<file path="src/msfa_pkg.sv">
// Package for the multitouch slot frame assembler: event codes, payload
// structs, queue command format and back-end state type. No dependencies.
`default_nettype none
package msfa_pkg;

   localparam logic [4:0] EV_SYNC     = 5'd0;
   localparam logic [4:0] EV_AXIS     = 5'd3;
   localparam logic [9:0] CODE_REPORT = 10'd0;
   localparam logic [9:0] CODE_SLOT   = 10'd47;
   localparam logic [9:0] CODE_X      = 10'd53;
   localparam logic [9:0] CODE_Y      = 10'd54;
   localparam logic [9:0] CODE_ID     = 10'd57;

   localparam logic signed [31:0] NO_ID   = -32'sd2;
   localparam logic signed [31:0] LIFT_ID = -32'sd1;

   localparam logic [1:0] KIND_CONTACT = 2'd0;
   localparam logic [1:0] KIND_LIFT    = 2'd1;
   localparam logic [1:0] KIND_MOVE    = 2'd2;

   localparam int         SLOTS_DEFAULT = 16;
   localparam int         MAX_OUT       = 16;
   localparam logic [4:0] SIU_RESET     = 5'd16;
   localparam int         QUEUE_DEPTH   = 4;

   typedef struct packed {
      logic [4:0]         mode;
      logic [9:0]         event_code;
      logic signed [31:0] event_value;
   } req_type;

   typedef struct packed {
      logic [3:0]         slot_number;
      logic               touch_valid;
      logic [1:0]         touch_kind;
      logic signed [31:0] tracking_id;
      logic [15:0]        touch_x;
      logic [15:0]        touch_y;
      logic               frame_last;
   } rsp_type;

   typedef enum logic [2:0] {
      CMD_SLOT,
      CMD_X,
      CMD_Y,
      CMD_ID,
      CMD_SYNC
   } cmd_kind_type;

   typedef struct packed {
      cmd_kind_type kind;
      logic         report;
      logic [31:0]  data;
   } cmd_type;

   typedef struct packed {
      logic full;
      logic empty;
   } queue_status_type;

   typedef enum logic [1:0] {
      ST_IDLE,
      ST_READ,
      ST_SEND
   } state_type;

endpackage
`default_nettype wire

</file>
<file path="src/msfa_front.sv">
// Front end: accepts requests, drops ignored events, saturates coordinates
// and range-checks slot selects. Depends on msfa_pkg.
`default_nettype none
module msfa_front #(
   parameter int SLOTS = msfa_pkg::SLOTS_DEFAULT
) (
   input  wire logic                       req_valid,
   output logic                            req_stall,
   input  wire msfa_pkg::req_type          req_data,
   input  wire msfa_pkg::queue_status_type q_status,
   output logic                            q_push,
   output msfa_pkg::cmd_type               q_cmd
);

   logic        accept;
   logic        is_axis;
   logic        is_sync;
   logic        slot_ok;
   logic [15:0] sat_val;

   assign req_stall = q_status.full;
   assign accept    = req_valid && !q_status.full;
   assign is_axis   = (req_data.mode == msfa_pkg::EV_AXIS);
   assign is_sync   = (req_data.mode == msfa_pkg::EV_SYNC);
   assign slot_ok   = !req_data.event_value[31] &&
                      ($unsigned(req_data.event_value) < 32'(SLOTS));

   always_comb begin
      if (req_data.event_value[31]) begin
         sat_val = 16'd0;
      end else if (|req_data.event_value[30:16]) begin
         sat_val = 16'hFFFF;
      end else begin
         sat_val = req_data.event_value[15:0];
      end
   end

   always_comb begin
      q_push        = 1'b0;
      q_cmd.kind    = msfa_pkg::CMD_SYNC;
      q_cmd.report  = (req_data.event_code == msfa_pkg::CODE_REPORT);
      q_cmd.data    = req_data.event_value;
      if (is_sync) begin
         q_push = accept;
      end else if (is_axis) begin
         case (req_data.event_code)
            msfa_pkg::CODE_SLOT: begin
               q_cmd.kind = msfa_pkg::CMD_SLOT;
               q_push     = accept && slot_ok;
            end
            msfa_pkg::CODE_X: begin
               q_cmd.kind = msfa_pkg::CMD_X;
               q_cmd.data = {16'd0, sat_val};
               q_push     = accept;
            end
            msfa_pkg::CODE_Y: begin
               q_cmd.kind = msfa_pkg::CMD_Y;
               q_cmd.data = {16'd0, sat_val};
               q_push     = accept;
            end
            msfa_pkg::CODE_ID: begin
               q_cmd.kind = msfa_pkg::CMD_ID;
               q_push     = accept;
            end
            default: begin
               q_push = 1'b0;
            end
         endcase
      end
   end

endmodule
`default_nettype wire

</file>
<file path="src/msfa_queue.sv">
// Short command queue between front and back ends.
// Depends on msfa_pkg.
`default_nettype none
module msfa_queue (
   input  wire logic                       clock,
   input  wire logic                       reset,
   input  wire logic                       push,
   input  wire msfa_pkg::cmd_type          push_cmd,
   input  wire logic                       pop,
   output msfa_pkg::cmd_type               pop_cmd,
   output msfa_pkg::queue_status_type      status
);

   localparam int PTR_W = $clog2(msfa_pkg::QUEUE_DEPTH);
   localparam int CNT_W = PTR_W + 1;

   msfa_pkg::cmd_type  entry_ff [msfa_pkg::QUEUE_DEPTH];
   logic [PTR_W-1:0]   wr_ptr_ff, wr_ptr_in;
   logic [PTR_W-1:0]   rd_ptr_ff, rd_ptr_in;
   logic [CNT_W-1:0]   count_ff, count_in;
   logic               do_push;
   logic               do_pop;

   assign status.full  = (count_ff == CNT_W'(msfa_pkg::QUEUE_DEPTH));
   assign status.empty = (count_ff == '0);
   assign do_push      = push && !status.full;
   assign do_pop       = pop && !status.empty;
   assign pop_cmd      = entry_ff[rd_ptr_ff];

   always_comb begin
      wr_ptr_in = do_push ? wr_ptr_ff + 1'b1 : wr_ptr_ff;
      rd_ptr_in = do_pop ? rd_ptr_ff + 1'b1 : rd_ptr_ff;
      count_in  = count_ff;
      if (do_push && !do_pop) begin
         count_in = count_ff + 1'b1;
      end else if (do_pop && !do_push) begin
         count_in = count_ff - 1'b1;
      end
   end

   always_ff @(posedge clock) begin
      if (reset) begin
         wr_ptr_ff <= '0;
         rd_ptr_ff <= '0;
         count_ff  <= '0;
      end else begin
         wr_ptr_ff <= wr_ptr_in;
         rd_ptr_ff <= rd_ptr_in;
         count_ff  <= count_in;
      end
   end

   always_ff @(posedge clock) begin
      if (do_push) begin
         entry_ff[wr_ptr_ff] <= push_cmd;
      end
   end

endmodule
`default_nettype wire

</file>
<file path="src/msfa_back.sv">
// Back end: slot state, coordinate and id memories, frame emission into
// the result register, and the slots_in_use register. Depends on msfa_pkg.
`default_nettype none
module msfa_back #(
   parameter int SLOTS = msfa_pkg::SLOTS_DEFAULT
) (
   input  wire logic                       clock,
   input  wire logic                       reset,
   input  wire logic                       csr_valid,
   output logic                            csr_ready,
   input  wire logic [4:0]                 csr_data,
   input  wire msfa_pkg::queue_status_type q_status,
   input  wire msfa_pkg::cmd_type          q_cmd,
   output logic                            q_pop,
   output logic                            rsp_valid,
   input  wire logic                       rsp_stall,
   output msfa_pkg::rsp_type               rsp_data
);

   localparam int         SLOT_W = (SLOTS > 1) ? $clog2(SLOTS) : 1;
   localparam int         CAP    = (SLOTS < msfa_pkg::MAX_OUT) ? SLOTS : msfa_pkg::MAX_OUT;
   localparam logic [4:0] CAP5   = 5'(CAP);

   msfa_pkg::state_type state_ff, state_in;
   logic [SLOT_W-1:0]   cur_ff, cur_in;
   logic [3:0]          k_ff, k_in;
   logic [4:0]          n_ff, n_in;
   logic                report_ff, report_in;
   logic [SLOTS-1:0]    mark_ff, mark_in;
   logic [SLOTS-1:0]    id_set_ff, id_set_in;
   logic [SLOTS-1:0]    x_wr_ff, x_wr_in;
   logic [SLOTS-1:0]    y_wr_ff, y_wr_in;
   logic [4:0]          siu_ff;
   logic                rsp_valid_ff, rsp_valid_in;
   msfa_pkg::rsp_type   rsp_ff, rsp_in;

   logic [15:0]        x_mem  [SLOTS];
   logic [15:0]        y_mem  [SLOTS];
   logic [31:0]        id_mem [SLOTS];
   logic [15:0]        rd_x_ff;
   logic [15:0]        rd_y_ff;
   logic signed [31:0] rd_id_ff;

   logic                   wr_x, wr_y, wr_id;
   logic [SLOT_W+3:0]      k_ext;
   logic [SLOT_W-1:0]      rd_addr;
   logic [4:0]             n_sel;
   logic                   out_free;
   logic                   last;
   logic                   rsp_load;
   logic signed [31:0]     id_val;
   logic [1:0]             kind;

   assign csr_ready = 1'b1;
   assign rsp_valid = rsp_valid_ff;
   assign rsp_data  = rsp_ff;

   assign k_ext    = {{SLOT_W{1'b0}}, k_ff};
   assign rd_addr  = k_ext[SLOT_W-1:0];
   assign out_free = !rsp_valid_ff || !rsp_stall;
   assign last     = (({1'b0, k_ff} + 5'd1) == n_ff);
   assign rsp_load = (state_ff == msfa_pkg::ST_SEND) && out_free;
   assign id_val   = id_set_ff[rd_addr] ? rd_id_ff : msfa_pkg::NO_ID;

   always_comb begin
      if (siu_ff == 5'd0) begin
         n_sel = 5'd1;
      end else if (siu_ff > CAP5) begin
         n_sel = CAP5;
      end else begin
         n_sel = siu_ff;
      end
   end

   always_comb begin
      if (!id_val[31]) begin
         kind = msfa_pkg::KIND_CONTACT;
      end else if (id_val == msfa_pkg::LIFT_ID) begin
         kind = msfa_pkg::KIND_LIFT;
      end else begin
         kind = msfa_pkg::KIND_MOVE;
      end
   end

   always_comb begin
      state_in     = state_ff;
      cur_in       = cur_ff;
      k_in         = k_ff;
      n_in         = n_ff;
      report_in    = report_ff;
      mark_in      = mark_ff;
      id_set_in    = id_set_ff;
      x_wr_in      = x_wr_ff;
      y_wr_in      = y_wr_ff;
      rsp_valid_in = rsp_valid_ff && rsp_stall;
      rsp_in       = rsp_ff;
      q_pop        = 1'b0;
      wr_x         = 1'b0;
      wr_y         = 1'b0;
      wr_id        = 1'b0;
      case (state_ff)
         msfa_pkg::ST_IDLE: begin
            if (!q_status.empty) begin
               q_pop = 1'b1;
               case (q_cmd.kind)
                  msfa_pkg::CMD_SLOT: begin
                     cur_in = q_cmd.data[SLOT_W-1:0];
                  end
                  msfa_pkg::CMD_X: begin
                     wr_x            = 1'b1;
                     x_wr_in[cur_ff] = 1'b1;
                     mark_in[cur_ff] = 1'b1;
                  end
                  msfa_pkg::CMD_Y: begin
                     wr_y            = 1'b1;
                     y_wr_in[cur_ff] = 1'b1;
                     mark_in[cur_ff] = 1'b1;
                  end
                  msfa_pkg::CMD_ID: begin
                     wr_id             = 1'b1;
                     id_set_in[cur_ff] = 1'b1;
                     mark_in[cur_ff]   = 1'b1;
                  end
                  msfa_pkg::CMD_SYNC: begin
                     report_in = q_cmd.report;
                     n_in      = n_sel;
                     k_in      = 4'd0;
                     state_in  = msfa_pkg::ST_READ;
                  end
                  default: begin
                     q_pop = 1'b1;
                  end
               endcase
            end
         end
         msfa_pkg::ST_READ: begin
            state_in = msfa_pkg::ST_SEND;
         end
         msfa_pkg::ST_SEND: begin
            if (out_free) begin
               rsp_valid_in       = 1'b1;
               rsp_in.slot_number = k_ff;
               rsp_in.touch_valid = mark_ff[rd_addr];
               rsp_in.touch_kind  = kind;
               rsp_in.tracking_id = id_val;
               rsp_in.touch_x     = (report_ff && x_wr_ff[rd_addr]) ? rd_x_ff : 16'd0;
               rsp_in.touch_y     = (report_ff && y_wr_ff[rd_addr]) ? rd_y_ff : 16'd0;
               rsp_in.frame_last  = last;
               if (last) begin
                  mark_in   = '0;
                  id_set_in = '0;
                  state_in  = msfa_pkg::ST_IDLE;
               end else begin
                  k_in     = k_ff + 4'd1;
                  state_in = msfa_pkg::ST_READ;
               end
            end
         end
         default: begin
            state_in = msfa_pkg::ST_IDLE;
         end
      endcase
   end

   always_ff @(posedge clock) begin
      if (reset) begin
         state_ff     <= msfa_pkg::ST_IDLE;
         cur_ff       <= '0;
         k_ff         <= '0;
         n_ff         <= 5'd1;
         report_ff    <= 1'b0;
         mark_ff      <= '0;
         id_set_ff    <= '0;
         x_wr_ff      <= '0;
         y_wr_ff      <= '0;
         siu_ff       <= msfa_pkg::SIU_RESET;
         rsp_valid_ff <= 1'b0;
      end else begin
         state_ff     <= state_in;
         cur_ff       <= cur_in;
         k_ff         <= k_in;
         n_ff         <= n_in;
         report_ff    <= report_in;
         mark_ff      <= mark_in;
         id_set_ff    <= id_set_in;
         x_wr_ff      <= x_wr_in;
         y_wr_ff      <= y_wr_in;
         rsp_valid_ff <= rsp_valid_in;
         if (csr_valid && csr_ready) begin
            siu_ff <= csr_data;
         end
      end
   end

   always_ff @(posedge clock) begin
      rsp_ff <= rsp_in;
   end

   always_ff @(posedge clock) begin
      if (wr_x) begin
         x_mem[cur_ff] <= q_cmd.data[15:0];
      end
      rd_x_ff <= x_mem[rd_addr];
   end

   always_ff @(posedge clock) begin
      if (wr_y) begin
         y_mem[cur_ff] <= q_cmd.data[15:0];
      end
      rd_y_ff <= y_mem[rd_addr];
   end

   always_ff @(posedge clock) begin
      if (wr_id) begin
         id_mem[cur_ff] <= q_cmd.data;
      end
      rd_id_ff <= id_mem[rd_addr];
   end

`ifndef SYNTHESIS
   a_k_below_n: assert property (@(posedge clock) disable iff (reset)
      (state_ff != msfa_pkg::ST_IDLE) |-> ({1'b0, k_ff} < n_ff))
      else $error("slot counter past frame length");

   a_n_range: assert property (@(posedge clock) disable iff (reset)
      (state_ff != msfa_pkg::ST_IDLE) |-> (n_ff >= 5'd1 && n_ff <= CAP5))
      else $error("frame length out of range");

   a_frame_clear: assert property (@(posedge clock) disable iff (reset)
      (rsp_load && last) |=> (mark_ff == '0 && id_set_ff == '0 && rsp_data.frame_last))
      else $error("frame marks not cleared after last result");

   a_no_pop_busy: assert property (@(posedge clock) disable iff (reset)
      (state_ff == msfa_pkg::ST_READ) |=> (state_ff == msfa_pkg::ST_SEND && !q_pop))
      else $error("read stage did not advance to send");
`endif

endmodule
`default_nettype wire

</file>
<file path="src/multitouch_slot_frame_assembler_core.sv">
// Top level of the multitouch slot frame assembler: front end, command
// queue and back end. Depends on msfa_pkg, msfa_front, msfa_queue, msfa_back.
//
// Usage:
//   req_*  : input events (mode, event_code, event_value), valid/stall.
//            One request per cycle is taken while the command queue has room;
//            req_stall is high when the four-entry queue is full.
//   rsp_*  : slot results, valid/stall, from one output register.
//   csr_*  : write of slots_in_use (valid/ready, always ready).
// Axis events are applied by the back end while it is idle. A sync event emits
// min(max(slots_in_use,1), SLOTS, 16) results; each result takes a memory
// read state (ST_READ) and then an output register load (ST_SEND), and the
// back end takes no queue entries until the frame's last result is loaded.
// While rsp_stall is high and a result is valid, the result register holds and the back end waits;
// requests keep entering the queue until it fills.
// Reset (synchronous, active high) clears the queue, slot state, valid marks
// and sets slots_in_use to 16; no clearing pass is needed.
`default_nettype none
module multitouch_slot_frame_assembler_core #(
   parameter int SLOTS = msfa_pkg::SLOTS_DEFAULT
) (
   input  wire logic              clock,
   input  wire logic              reset,
   input  wire logic              req_valid,
   output logic                   req_stall,
   input  wire msfa_pkg::req_type req_data,
   output logic                   rsp_valid,
   input  wire logic              rsp_stall,
   output msfa_pkg::rsp_type      rsp_data,
   input  wire logic              csr_valid,
   output logic                   csr_ready,
   input  wire logic [4:0]        csr_data
);

   msfa_pkg::queue_status_type q_status;
   msfa_pkg::cmd_type          push_cmd;
   msfa_pkg::cmd_type          pop_cmd;
   logic                       q_push;
   logic                       q_pop;

   msfa_front #(
      .SLOTS (SLOTS)
   ) u_front (
      .req_valid (req_valid),
      .req_stall (req_stall),
      .req_data  (req_data),
      .q_status  (q_status),
      .q_push    (q_push),
      .q_cmd     (push_cmd)
   );

   msfa_queue u_queue (
      .clock    (clock),
      .reset    (reset),
      .push     (q_push),
      .push_cmd (push_cmd),
      .pop      (q_pop),
      .pop_cmd  (pop_cmd),
      .status   (q_status)
   );

   msfa_back #(
      .SLOTS (SLOTS)
   ) u_back (
      .clock     (clock),
      .reset     (reset),
      .csr_valid (csr_valid),
      .csr_ready (csr_ready),
      .csr_data  (csr_data),
      .q_status  (q_status),
      .q_cmd     (pop_cmd),
      .q_pop     (q_pop),
      .rsp_valid (rsp_valid),
      .rsp_stall (rsp_stall),
      .rsp_data  (rsp_data)
   );

endmodule
`default_nettype wire

</file>
<file path="config.mk">
export PLATFORM = sky130hd
export DESIGN_NAME = multitouch_slot_frame_assembler_core
export DESIGN_NICKNAME = d
export VERILOG_FILES = /design/src/msfa_pkg.sv /design/src/msfa_front.sv /design/src/msfa_queue.sv /design/src/msfa_back.sv /design/src/multitouch_slot_frame_assembler_core.sv
export SDC_FILE = /design/constraint.sdc
export NUM_CORES = 1
export LEC_CHECK = 0
export BUFFER_PORTS_ARGS = -buffer_cell sky130_fd_sc_hd__clkbuf_2
export CAP_MARGIN = 20
export CORE_ASPECT_RATIO = 1.1
export CORE_MARGIN = 3
export CORE_UTILIZATION = 51
export CTS_CLUSTER_DIAMETER = 30
export DETAILED_ROUTE_END_ITERATION = 8
export PLACE_DENSITY = 0.73
export SETUP_SLACK_MARGIN = 0.4
export SLEW_MARGIN = 20
export SYNTH_ARGS = -nofsm -noshare
export SYNTH_HDL_FRONTEND = slang
export SYNTH_SLANG_ARGS = --single-unit
</file>
<file path="constraint.sdc">
create_clock -name clock -period 4.4 [get_ports clock]
set_input_delay 0 -clock clock [delete_from_list [all_inputs] [get_ports clock]]
set_output_delay 0 -clock clock [all_outputs]
set_load 0.005 [all_outputs]
</file>
==> flow_metrics.tcl <==
set metrics [dict create \
    synth_area_per_cell_um2 21.68 \
    start_util 0.5147 \
    grt_pass1_wl_mm 181.6 \
    cp_num_buf_inv 2 \
    synth_area_um2 52680 \
    synth_cell_types 60 \
    drv_cap 0 \
    synth_edf_count 1240 \
    slew_headroom 0.2628 \
    finalPower_mw 36.50 \
    place.gp.congestion 0.8000 \
    worst_path_largest_cell_delay_ns 0.56 \
    syn_inst 2430 \
    synth-simple-area-share 0.03468 \
    cts_inserted_buffers 211 \
    cpMostUsedCell "buf_4" \
    fin_crit_sh 0.7452 \
    crit_type "flop to flop" \
    n_antenna_cell 0 \
    rsz0062_at_grt "no" \
    wire_per_inst_um 28.02 \
    hpwl_mm 61.71 \
    vdd_ir_drop_max_uv 429.8 \
    yosysSeqAreaShare 0.7673 \
    syn_nets 2494 \
    dr.pass1.iters 6 \
    core-area_um2 102300 \
    muxShareOfSynthArea 0.1628 \
    ys_warn_count 0 \
    synth_compound_area_frac 0.01874 \
    slew_violations 0 \
    timing.fmax_mhz 305.0 \
    die_area_um2 107200 \
    async_flop_share 0 \
    hold_viol_final 0 \
    htree_num_levels 4 \
    grt_max_degree 126 \
    wl_mm 122.2 \
    nets 2862 \
    ys_seq_elements 1399 \
    ant_nets 0 \
    vias_per_cell 6.005 \
    cp.arrival_ns 3.63 \
    drive_gt1_frac 0.3457 \
    die_y_um 343.1 \
    required_ns 4.75 \
    synth_top_family_by_area "multiplexers" \
    worst_pin_slew_ns 1.106 \
    grt_pass1_vias 27760 \
    drtIter0Drc 2870 \
    critPathLaunchType "flop" \
    synth_fa_ha_area_frac 0.001805 \
    cts_tree "built" \
    hold_class "primary input to flop" \
    gr-total-overflow 0 \
    power.leakage_nw 20.36 \
    finalCriticalPeriod_ns 3.279 \
    setup-tns-final_ns 0 \
    clk_pin_slew_worst_paths_ns 0.06 \
    setup_viol 0 \
    clk_latency_ns 0.81 \
    crit_slowest_cell "dfxtp_1" \
    cts_sinks 1399 \
    antenna_found_initial 5 \
    post_cts_buffers 0 \
    die_x_um 312.4 \
    fin_skew_ns 0.1011 \
    cts-root-buf "clkbuf_16" \
    boundaryPins 132 \
    portBuffers 130 \
    rows 123 \
    drc_errors 0 \
    worstPathCellList "or2_2 -> nor3_4 -> nand3_2 -> buf_4 -> nor2_4 -> buf_4" \
    area_growth_pct 20.46 \
    synth-xor-area-share 0.001924 \
    outcome "finished, final reports clean" \
    crit_fanout 32 \
    grt_usage 0.2313 \
    ys.flop_type "edfxtp_1" \
    clockBufferDepth 3 \
    crit_family "simple AND/OR/NAND/NOR gates" \
    vias 26200 \
    p_per_area_nw_per_um2 575.3 \
    setup.worst_path.end_class "flop" \
]
[per-layer routing]
| layer | routed length [µm] | part of all wire | global-route usage |
|---|---|---|---|
| met5 | 0 | 0 | 0 |
| met2 | 65520 | 0.54 | 0.4083 |
| met3 | 9115 | 0.075 | 0.04367 |
| met4 | 3404 | 0.028 | 0.07946 |
| met1 | 44200 | 0.36 | 0.2891 |
[metrics by stage]
stage / setup WS, ns / hold WS (ns) / area (µm²) / util / instances
2_1_floorplan: 0.7846 / 0.1224 / 52680 / - / 2430
3_3_place_gp: 1.320 / 0.2173 / 55240 / 0.5397 / 3888
3_5_place_dp: 1.225 / 0.2264 / 55250 / 0.5398 / 3889
4_1_cts: 1.105 / 0.01327 / 63390 / 0.6194 / 4361
5_1_grt: 0.9952 / 0.09459 / 63450 / 0.6200 / 4363
6_report: 1.121 / 0.06014 / 63450 / 0.6200 / 4363
[cell usage in the layout (no fill, tap or decap), drive strengths merged, types with 24 or more instances in the layout]
master          n
mux4          375
dfxtp         159
dlygate4sd3    69
clkinvlp       24
nand2b         38
edfxtp       1240
clkinv         72
nor2b          27
and3           34
nand2          47
inv            54
a21oi          45
buf            82
o21ba          32
nor2          133
clkbuf        373
[Yosys cell counts, drive strengths merged (2+ instances only)]
cell type | n | area, µm²
nand2 | 47 | 176.4
o2111ai | 2 | 17.52
or2 | 2 | 12.51
inv | 12 | 45.04
xor2 | 5 | 43.79
o32ai | 2 | 17.52
a311oi | 16 | 140.1
buf | 54 | 355.3
and4 | 2 | 17.52
o21a | 16 | 120.1
xnor2 | 4 | 35.03
nand2b | 38 | 237.7
a21oi | 45 | 229.0
mux4 | 375 | 8461
and2 | 8 | 50.05
o21ba | 32 | 320.3
nand3 | 15 | 80.08
ha | 6 | 75.07
mux2 | 2 | 22.52
nand3b | 2 | 40.04
or3b | 4 | 35.04
o21ai | 5 | 25.02
nor3 | 14 | 81.33
o22ai | 2 | 12.51
or2b | 5 | 37.54
or3 | 2 | 12.51
a211o | 3 | 26.28
a31oi | 4 | 25.02
edfxtp | 1240 | 37240
nor4 | 10 | 62.56
nor2b | 27 | 168.9
and3 | 34 | 212.7
nand4 | 11 | 68.82
nor2 | 133 | 514.2
dfxtp | 159 | 3183
mux2i | 9 | 90.09
clkbuf | 72 | 270.3
[cell type report]
cell class	count	area, µm²
Inverter	12	47.55
Multi-Input combinational cell	893	11760
Clock inverter	160	1918
Timing Repair Buffer	281	2038
Tap cell	1375	1720
Sequential cell	1399	40440
Fill cell	6619	38890
Clock buffer	243	5534
[state kept, by name (all words and copies together) (netlist names), 32 cells and up, named ones only]
register and flops:
u_back.id_mem 512, u_back.rd_id_ff 32, u_back.rsp_data 72, u_back.x_mem 256, u_back.y_mem 256, u_queue.entry_ff 144
[power breakdown]
group          internal (mW)  switching, mW  total [mW]
clock network           10.5           6.48        17.0
logic                  0.959           2.23        3.19
registers               16.1          0.216        16.3
total                   27.6           8.92        36.5
[worst min-delay path: cells and delay by family]
kind | cells | cell delay (ns)
buffers and inverters | 1 | 0.08
and+or+nand+nor | 5 | 0.59
[timing repair]
item                      4_1_cts  5_1_grt
resized for setup               0        0
hold endpoints to repair      207        0
hold buffers                   69        0
[worst paths after layout]
check | startpoint | to | slack [ns] | cells past startpoint
setup reg to reg | u_back.state_ff[0]$_SDFFE_PP0P_ | u_back.id_mem[8][30]$_DFFE_PP_ | 1.12 | 6
hold reg to reg | u_back.id_set_ff[15]$_SDFFE_PP0P_ | u_back.id_set_ff[15]$_SDFFE_PP0P_ | 0.46 | 1
setup / recovery | u_back.state_ff[0]$_SDFFE_PP0P_ | u_back.id_mem[8][30]$_DFFE_PP_ | 1.12 | 6
hold / removal | req_data[40] | u_queue.entry_ff[1][0]$_DFFE_PP_ | 0.06 | 6
[cell families (layout without fill, tap and decap cells)]
kind of cell / count (synthesis) / in the layout
buf+inv: 138 / 696
compound gates: 133 / 133
simple gates: 356 / 356
fa+ha+maj: 7 / 7
flops: 1399 / 1399
other cells: 1 / 1
xor+xnor: 10 / 10
mux: 386 / 386
Note: power is estimated with default switching activity, not from simulation.
